--- src/sv/spq_pkg.sv ---
// ---------------------------------------------------------------------------
// spq_pkg: shared codes for the stable priority queue
// Operation and status codes and the control bundle sent to each cell.
// ---------------------------------------------------------------------------
package spq_pkg;

   localparam logic FUNC_INSERT = 1'b0;
   localparam logic FUNC_READ   = 1'b1;

   localparam logic [1:0] ST_INSERTED = 2'd0;
   localparam logic [1:0] ST_READ_OK  = 2'd1;
   localparam logic [1:0] ST_EMPTY    = 2'd2;
   localparam logic [1:0] ST_DROPPED  = 2'd3;

   typedef struct packed {
      logic insert_en;  // insert that will be stored
      logic pop_en;     // read that removes the head
   } spq_cell_ctl_type;

endpackage

--- src/sv/stable_priority_queue.sv ---
// ---------------------------------------------------------------------------
// stable_priority_queue: bounded priority queue, stable among equal priorities
// Sorted chain of cells; cell 0 is the head. Inserts land after all entries
// of greater or equal priority, reads remove the head.
// ---------------------------------------------------------------------------
// The response is registered in the cycle after the request transfer.
// Throughput: one item per cycle while responses are taken (rsp_ready); every
// cell compares against the new priority in parallel and shifts in the same cycle.
// Reset clears the entry count and the response valid; cell contents are
// left as they are and never read until written.
module stable_priority_queue #(
   parameter int DEPTH         = 16,
   parameter int HANDLE_BITS   = 16,
   parameter int PRIORITY_BITS = 8
) (
   input  logic                     clock,
   input  logic                     reset,
   input  logic                     req_valid,
   output logic                     req_ready,
   input  logic                     req_func,
   input  logic [PRIORITY_BITS-1:0] req_priority_req,
   input  logic [HANDLE_BITS-1:0]   req_message_handle,
   output logic                     rsp_valid,
   input  logic                     rsp_ready,
   output logic [1:0]               rsp_status,
   output logic [HANDLE_BITS-1:0]   rsp_out_handle,
   output logic [PRIORITY_BITS-1:0] rsp_out_priority
);

   localparam int CNT_BITS = $clog2(DEPTH + 1);

   logic [CNT_BITS-1:0]      count_ff, count_in;
   logic                     rsp_valid_ff, rsp_valid_in;
   logic [1:0]               status_ff, status_in;
   logic [HANDLE_BITS-1:0]   out_handle_ff, out_handle_in;
   logic [PRIORITY_BITS-1:0] out_priority_ff, out_priority_in;

   logic                     req_xfer;
   logic                     full;
   logic                     empty;
   spq_pkg::spq_cell_ctl_type ctl;

   logic                     ge_w       [DEPTH];
   logic [PRIORITY_BITS-1:0] priority_w [DEPTH];
   logic [HANDLE_BITS-1:0]   handle_w   [DEPTH];

   assign req_ready = !rsp_valid_ff || rsp_ready;
   assign req_xfer  = req_valid && req_ready;
   assign full      = (count_ff == CNT_BITS'(DEPTH));
   assign empty     = (count_ff == '0);

   assign ctl.insert_en = req_xfer && (req_func == spq_pkg::FUNC_INSERT) && !full;
   assign ctl.pop_en    = req_xfer && (req_func == spq_pkg::FUNC_READ) && !empty;

   for (genvar i = 0; i < DEPTH; i++) begin : g_cell
      logic                     left_ge;
      logic [PRIORITY_BITS-1:0] left_priority, right_priority;
      logic [HANDLE_BITS-1:0]   left_handle, right_handle;

      if (i == 0) begin : g_head
         assign left_ge       = 1'b1;
         assign left_priority = req_priority_req;
         assign left_handle   = req_message_handle;
      end else begin : g_body
         assign left_ge       = ge_w[i-1];
         assign left_priority = priority_w[i-1];
         assign left_handle   = handle_w[i-1];
      end

      if (i == DEPTH - 1) begin : g_tail
         assign right_priority = priority_w[i];
         assign right_handle   = handle_w[i];
      end else begin : g_inner
         assign right_priority = priority_w[i+1];
         assign right_handle   = handle_w[i+1];
      end

      spq_cell #(
         .HANDLE_BITS   (HANDLE_BITS),
         .PRIORITY_BITS (PRIORITY_BITS)
      ) u_cell (
         .clock          (clock),
         .ctl            (ctl),
         .occ            (CNT_BITS'(i) < count_ff),
         .new_priority   (req_priority_req),
         .new_handle     (req_message_handle),
         .left_ge        (left_ge),
         .left_priority  (left_priority),
         .left_handle    (left_handle),
         .right_priority (right_priority),
         .right_handle   (right_handle),
         .ge             (ge_w[i]),
         .priority_out   (priority_w[i]),
         .handle_out     (handle_w[i])
      );
   end

   always_comb begin
      count_in        = count_ff;
      rsp_valid_in    = rsp_valid_ff;
      status_in       = status_ff;
      out_handle_in   = out_handle_ff;
      out_priority_in = out_priority_ff;
      if (rsp_valid_ff && rsp_ready) begin
         rsp_valid_in = 1'b0;
      end
      if (req_xfer) begin
         rsp_valid_in    = 1'b1;
         out_handle_in   = '0;
         out_priority_in = '0;
         if (req_func == spq_pkg::FUNC_INSERT) begin
            if (full) begin
               status_in = spq_pkg::ST_DROPPED;
            end else begin
               status_in = spq_pkg::ST_INSERTED;
               count_in  = count_ff + CNT_BITS'(1);
            end
         end else begin
            if (empty) begin
               status_in = spq_pkg::ST_EMPTY;
            end else begin
               status_in       = spq_pkg::ST_READ_OK;
               out_handle_in   = handle_w[0];
               out_priority_in = priority_w[0];
               count_in        = count_ff - CNT_BITS'(1);
            end
         end
      end
   end

   always_ff @(posedge clock) begin
      if (reset) begin
         count_ff     <= '0;
         rsp_valid_ff <= 1'b0;
      end else begin
         count_ff     <= count_in;
         rsp_valid_ff <= rsp_valid_in;
      end
      status_ff       <= status_in;
      out_handle_ff   <= out_handle_in;
      out_priority_ff <= out_priority_in;
   end

   assign rsp_valid        = rsp_valid_ff;
   assign rsp_status       = status_ff;
   assign rsp_out_handle   = out_handle_ff;
   assign rsp_out_priority = out_priority_ff;

   a_count_bound : assert property (@(posedge clock) disable iff (reset)
      count_ff <= CNT_BITS'(DEPTH))
      else $error("entry count exceeds depth");

   a_full_drop : assert property (@(posedge clock) disable iff (reset)
      (req_xfer && req_func == spq_pkg::FUNC_INSERT && full)
      |=> (rsp_status == spq_pkg::ST_DROPPED && $stable(count_ff)))
      else $error("insert into full store not dropped");

   a_empty_read : assert property (@(posedge clock) disable iff (reset)
      (req_xfer && req_func == spq_pkg::FUNC_READ && empty)
      |=> (rsp_status == spq_pkg::ST_EMPTY && count_ff == '0))
      else $error("read on empty store mishandled");

   a_zero_payload : assert property (@(posedge clock) disable iff (reset)
      (rsp_valid && rsp_status != spq_pkg::ST_READ_OK)
      |-> (rsp_out_handle == '0 && rsp_out_priority == '0))
      else $error("nonzero payload on non-read response");

endmodule

--- src/sv/spq_cell.sv ---
// ---------------------------------------------------------------------------
// spq_cell: one slot of the sorted store
// Holds one entry. On insert it keeps its entry, loads the new entry or
// takes its left neighbor's entry; on pop it takes its right neighbor's.
// ---------------------------------------------------------------------------
module spq_cell #(
   parameter int HANDLE_BITS   = 16,
   parameter int PRIORITY_BITS = 8
) (
   input  logic                      clock,
   input  spq_pkg::spq_cell_ctl_type ctl,
   input  logic                      occ,
   input  logic [PRIORITY_BITS-1:0]  new_priority,
   input  logic [HANDLE_BITS-1:0]    new_handle,
   input  logic                      left_ge,
   input  logic [PRIORITY_BITS-1:0]  left_priority,
   input  logic [HANDLE_BITS-1:0]    left_handle,
   input  logic [PRIORITY_BITS-1:0]  right_priority,
   input  logic [HANDLE_BITS-1:0]    right_handle,
   output logic                      ge,
   output logic [PRIORITY_BITS-1:0]  priority_out,
   output logic [HANDLE_BITS-1:0]    handle_out
);

   logic [PRIORITY_BITS-1:0] priority_ff, priority_in;
   logic [HANDLE_BITS-1:0]   handle_ff, handle_in;

   // entry stays in front of the new one when its priority is not lower
   assign ge = occ && (priority_ff >= new_priority);

   always_comb begin
      priority_in = priority_ff;
      handle_in   = handle_ff;
      if (ctl.insert_en) begin
         if (!ge) begin
            if (left_ge) begin
               priority_in = new_priority;
               handle_in   = new_handle;
            end else begin
               priority_in = left_priority;
               handle_in   = left_handle;
            end
         end
      end else if (ctl.pop_en) begin
         priority_in = right_priority;
         handle_in   = right_handle;
      end
   end

   always_ff @(posedge clock) begin
      priority_ff <= priority_in;
      handle_ff   <= handle_in;
   end

   assign priority_out = priority_ff;
   assign handle_out   = handle_ff;

endmodule
--- config.mk ---
export PLATFORM = sky130hd
export DESIGN_NAME = stable_priority_queue
export DESIGN_NICKNAME = d
export VERILOG_FILES = /design/src/sv/spq_pkg.sv /design/src/sv/stable_priority_queue.sv /design/src/sv/spq_cell.sv
export SDC_FILE = /design/constraint.sdc
export NUM_CORES = 1
export LEC_CHECK = 0
export ABC_AREA = 1
export ABC_CLOCK_PERIOD_IN_PS = 4390
export BUFFER_PORTS_ARGS = -buffer_cell sky130_fd_sc_hd__buf_4
export CELL_PAD_IN_SITES_DETAIL_PLACEMENT = 1
export CELL_PAD_IN_SITES_GLOBAL_PLACEMENT = 1
export CORE_MARGIN = 3
export CORE_UTILIZATION = 38
export DETAILED_ROUTE_END_ITERATION = 10
export GPL_TIMING_DRIVEN = 0
export HOLD_SLACK_MARGIN = 0.02
export PLACE_DENSITY = 0.7
export SLEW_MARGIN = 0
export SYNTH_ARGS = -nofsm -noshare
export SYNTH_HDL_FRONTEND = slang
export SYNTH_SLANG_ARGS = --single-unit
--- constraint.sdc ---
create_clock -name clock -period 4.39 [get_ports clock]
set_input_delay 0.878 -clock clock [delete_from_list [all_inputs] [get_ports clock]]
set_output_delay 0.878 -clock clock [all_outputs]
set_load 0.005 [all_outputs]
==> summary.md <==
| Metric | Value |
|---|---|
| Status | `finished, final reports clean` |
| CTS Buf Count | `50` |
| Synth Cell Area | `25000 um2` |
| Area contributors post-synth | `edfxtp_1 49%, nand2_1 29%, ha_1 6.6%, inv_1 6.3%, buf_2 1.6%` |
| Worst path required time | `4610 ps` |
| Final Max Tran Viols | `0` |
| DR vias/cell | `4.67` |
| Setup crit start kind | `input port` |
| Power Dens Cells | `429 nW/um2` |
| Hold Worst Slack | `489 ps` |
| Largest net degree at the start of global routing | `29` |
| DRC Markers | `0` |
| Post-route minimum period | `4160 ps` |
| Crit path cell chain | `buf_4, inv_1, ha_1, a21oi_1, o21ai_0, nand2_1, nand4_1, nand2_1, nand2_1, nand2_1` |
| Leakage | `16.0 nW` |
| Number of buffers and inverters on the critical path | `2` |
| Post-synthesis sequential area ratio | `49.8%` |
| Placed Area | `26500 um2` |
| Clk_skew | `18.9 ps` |
| Layout cells sized above 1 | `7.69%` |
| Placeable Area | `64700 um2` |
| Critical path class | `in2reg` |
| Number of global-route vias before repair | `21.4k` |
| Initial antenna violation count | `1` |
| Gate Count Post-Synth | `3295` |
| Antenna Cells | `0` |
| Post-route cell area | `28100 um2` |
| CTS Buffer Depth | `3` |
| DP Worst Slack | `-483 ps` |
| TritonRoute pass-1 iters | `5` |
| Max frequency | `0.241 GHz` |
| Skew-Pair Late Insertion Delay | `600 ps` |
| Setup-failing EPs final | `0` |
| Htree depth | `2` |
| First-pass GRT wire length | `120000 um` |
| Root buffer cell | `clkbuf_16` |
| Initial core utilization | `38.6%` |
| Total power | `12.1 mW` |
| CP delay by family, top | `simple AND/OR/NAND/NOR gates` |
| Most common cell after layout, fill and taps aside | `nand2_1` |
| Mean post-synth cell area | `7.58 um2` |
| Synth Register Bits | `416` |
| CTS tree | `done` |
| Max stage delay cell, worst path | `nand2_1` |
| Crit path max fanout | `24` |
| Ys Warns | `0` |
| Synth top area share | `49.3%` |
| Tot GR Track Use | `21.9%` |
| Syn Nets | `3456` |
| Layout net count | `3564` |
| DP Wirelength | `62000 um` |
| DR iter-0 viols | `1018` |
| Die Ht | `262 um` |
| Most frequent CP cell | `nand2_1` |
| Critical Path Max Stage Delay | `830 ps` |
| Count of maximum capacitance violations | `0` |
| Final ANT Viol Nets | `0` |
| Largest area contributor in the netlist | `edfxtp_1` |
| Nature of the critical path endpoint | `register` |
| Row cnt | `93` |
| Port bufs | `55` |
| Ports | `57` |
| Sink Count | `416` |
| WL/cell | `17.8 um` |
| Post-CTS setup buffer count | `0` |
| Die Footprint | `68900 um2` |
| Worst slew margin | `21.0%` |
| Worst Max-Slew Pin Slew | `1180 ps` |
| Grt total ovfl | `0` |
| RSZ-0062 raised after global routing | `no` |
| Final worst slack | `234 ps` |
| Fin. Hold Viols | `0` |
| Reg clk slew, reported paths | `60 ps` |
| Vias | `20.1k` |
| Commonest non-fill, non-tap cells in the layout | `1941 x nand2_1, 422 x inv_1, 410 x edfxtp_1` |
| Class of the worst hold path | `in2reg` |
| Fin util | `43.4%` |
| Post-Route WL | `76600 um` |
| VDD IR-drop max | `0.273 mV` |
| Tcrit/Tclk final | `94.7%` |
| Routability cong. | `0.864` |
| Netlist cell types | `29` |
| P&R area growth vs syn | `12.4%` |
| Die W | `262 um` |
| Crit path DAT | `4370 ps` |
-- path summary, 6_finish.rpt --
path                                                          end  cells past startpoint                 from  slack [ps]
worst max register to register    g_cell[1].u_cell.handle_out[15]                      6            rsp_valid         420
worst min register to register                          rsp_valid                      2            rsp_valid         520
worst max-delay path            g_cell[14].u_cell.priority_out[7]                     10  req_priority_req[3]         230
worst min-delay path                                  count_ff[3]                      2                reset         490
-- stage by stage --
step                      TNS, ps  cells
final                           0   4299
after global routing            0   4299
after CTS                       0   4299
after detailed placement   -99930   4206
after global placement     -86890   4205
after floorplan                 0   3295
-- Yosys cell counts (all sizes together) --
library cell	count
nand2	1978
inv	424
edfxtp	410
ha	132
buf	101
nor2	60
a21oi	43
nand3	41
clkbuf	34
o21ai	33
o21a	14
dfxtp	6
xor2	6
nand4	5
nor3	3
a31oi	2
nand3b	1
nor3b	1
xnor2	1
-- layer usage --
metal	up-vias	part of all wire, %	GRT usage (%)
met5	-	0	0
met4	0	3.3	6.94
met3	115	3.2	2.96
met2	259	48	38.9
met1	9364	45	27.7
li1	10300	-	-
-- timing repair --
| action | in CTS | in global routing |
|---|---|---|
| setup endpoints to repair | 0 | 24 |
| hold buffers | 0 | 0 |
| gates resized for setup | 0 | 1 |
-- cell type report --
| cell class | instances | area [um2] |
|---|---|---|
| multi-input cells | 2320 | 10300 |
| repair buffers | 56 | 433 |
| clock inverters | 28 | 241 |
| clock buffers | 65 | 1330 |
| plain buffers | 135 | 699 |
| fillers | 8100 | 36600 |
| inverters | 424 | 1590 |
| flip-flops and latches | 416 | 12400 |
| well taps | 855 | 1070 |
-- report_power, final --
group	total, mW	leakage, nW	switching (mW)	internal [mW]
logic	2.59	11.3	1.77	0.818
clock network	4.09	0.762	1.73	2.36
registers	5.37	3.93	0.266	5.11
total	12.1	16.0	3.77	8.28
-- worst register-to-register path: stages (launching register included) --
cell      delay (ps)
dfxtp_1          310
nand2_1          100
nand2_1          170
inv_1            880
nand3_1          650
clkbuf_1         490
nand2_1          980
-- sequential cells by signal, indices dropped and copies added (netlist names) --
register	flops
rsp_out_priority	8
g_cell.u_cell.handle_out	256
rsp_out_handle	16
rsp_status	2
rsp_valid	1
count_ff	5
g_cell.u_cell.priority_out	128
-- logic make-up after synthesis --
| kind of cell | share of synthesized area [%] |
|---|---|
| AO/OA/AOI/OAI | 2.01 |
| flip-flops | 49.8 |
| adder cells (fa/ha/maj) | 6.61 |
| buffers and inverters | 9.17 |
| AND/OR/NAND/NOR | 32.2 |
| XOR/XNOR | 0.245 |
(Power assumes the default switching activity.)
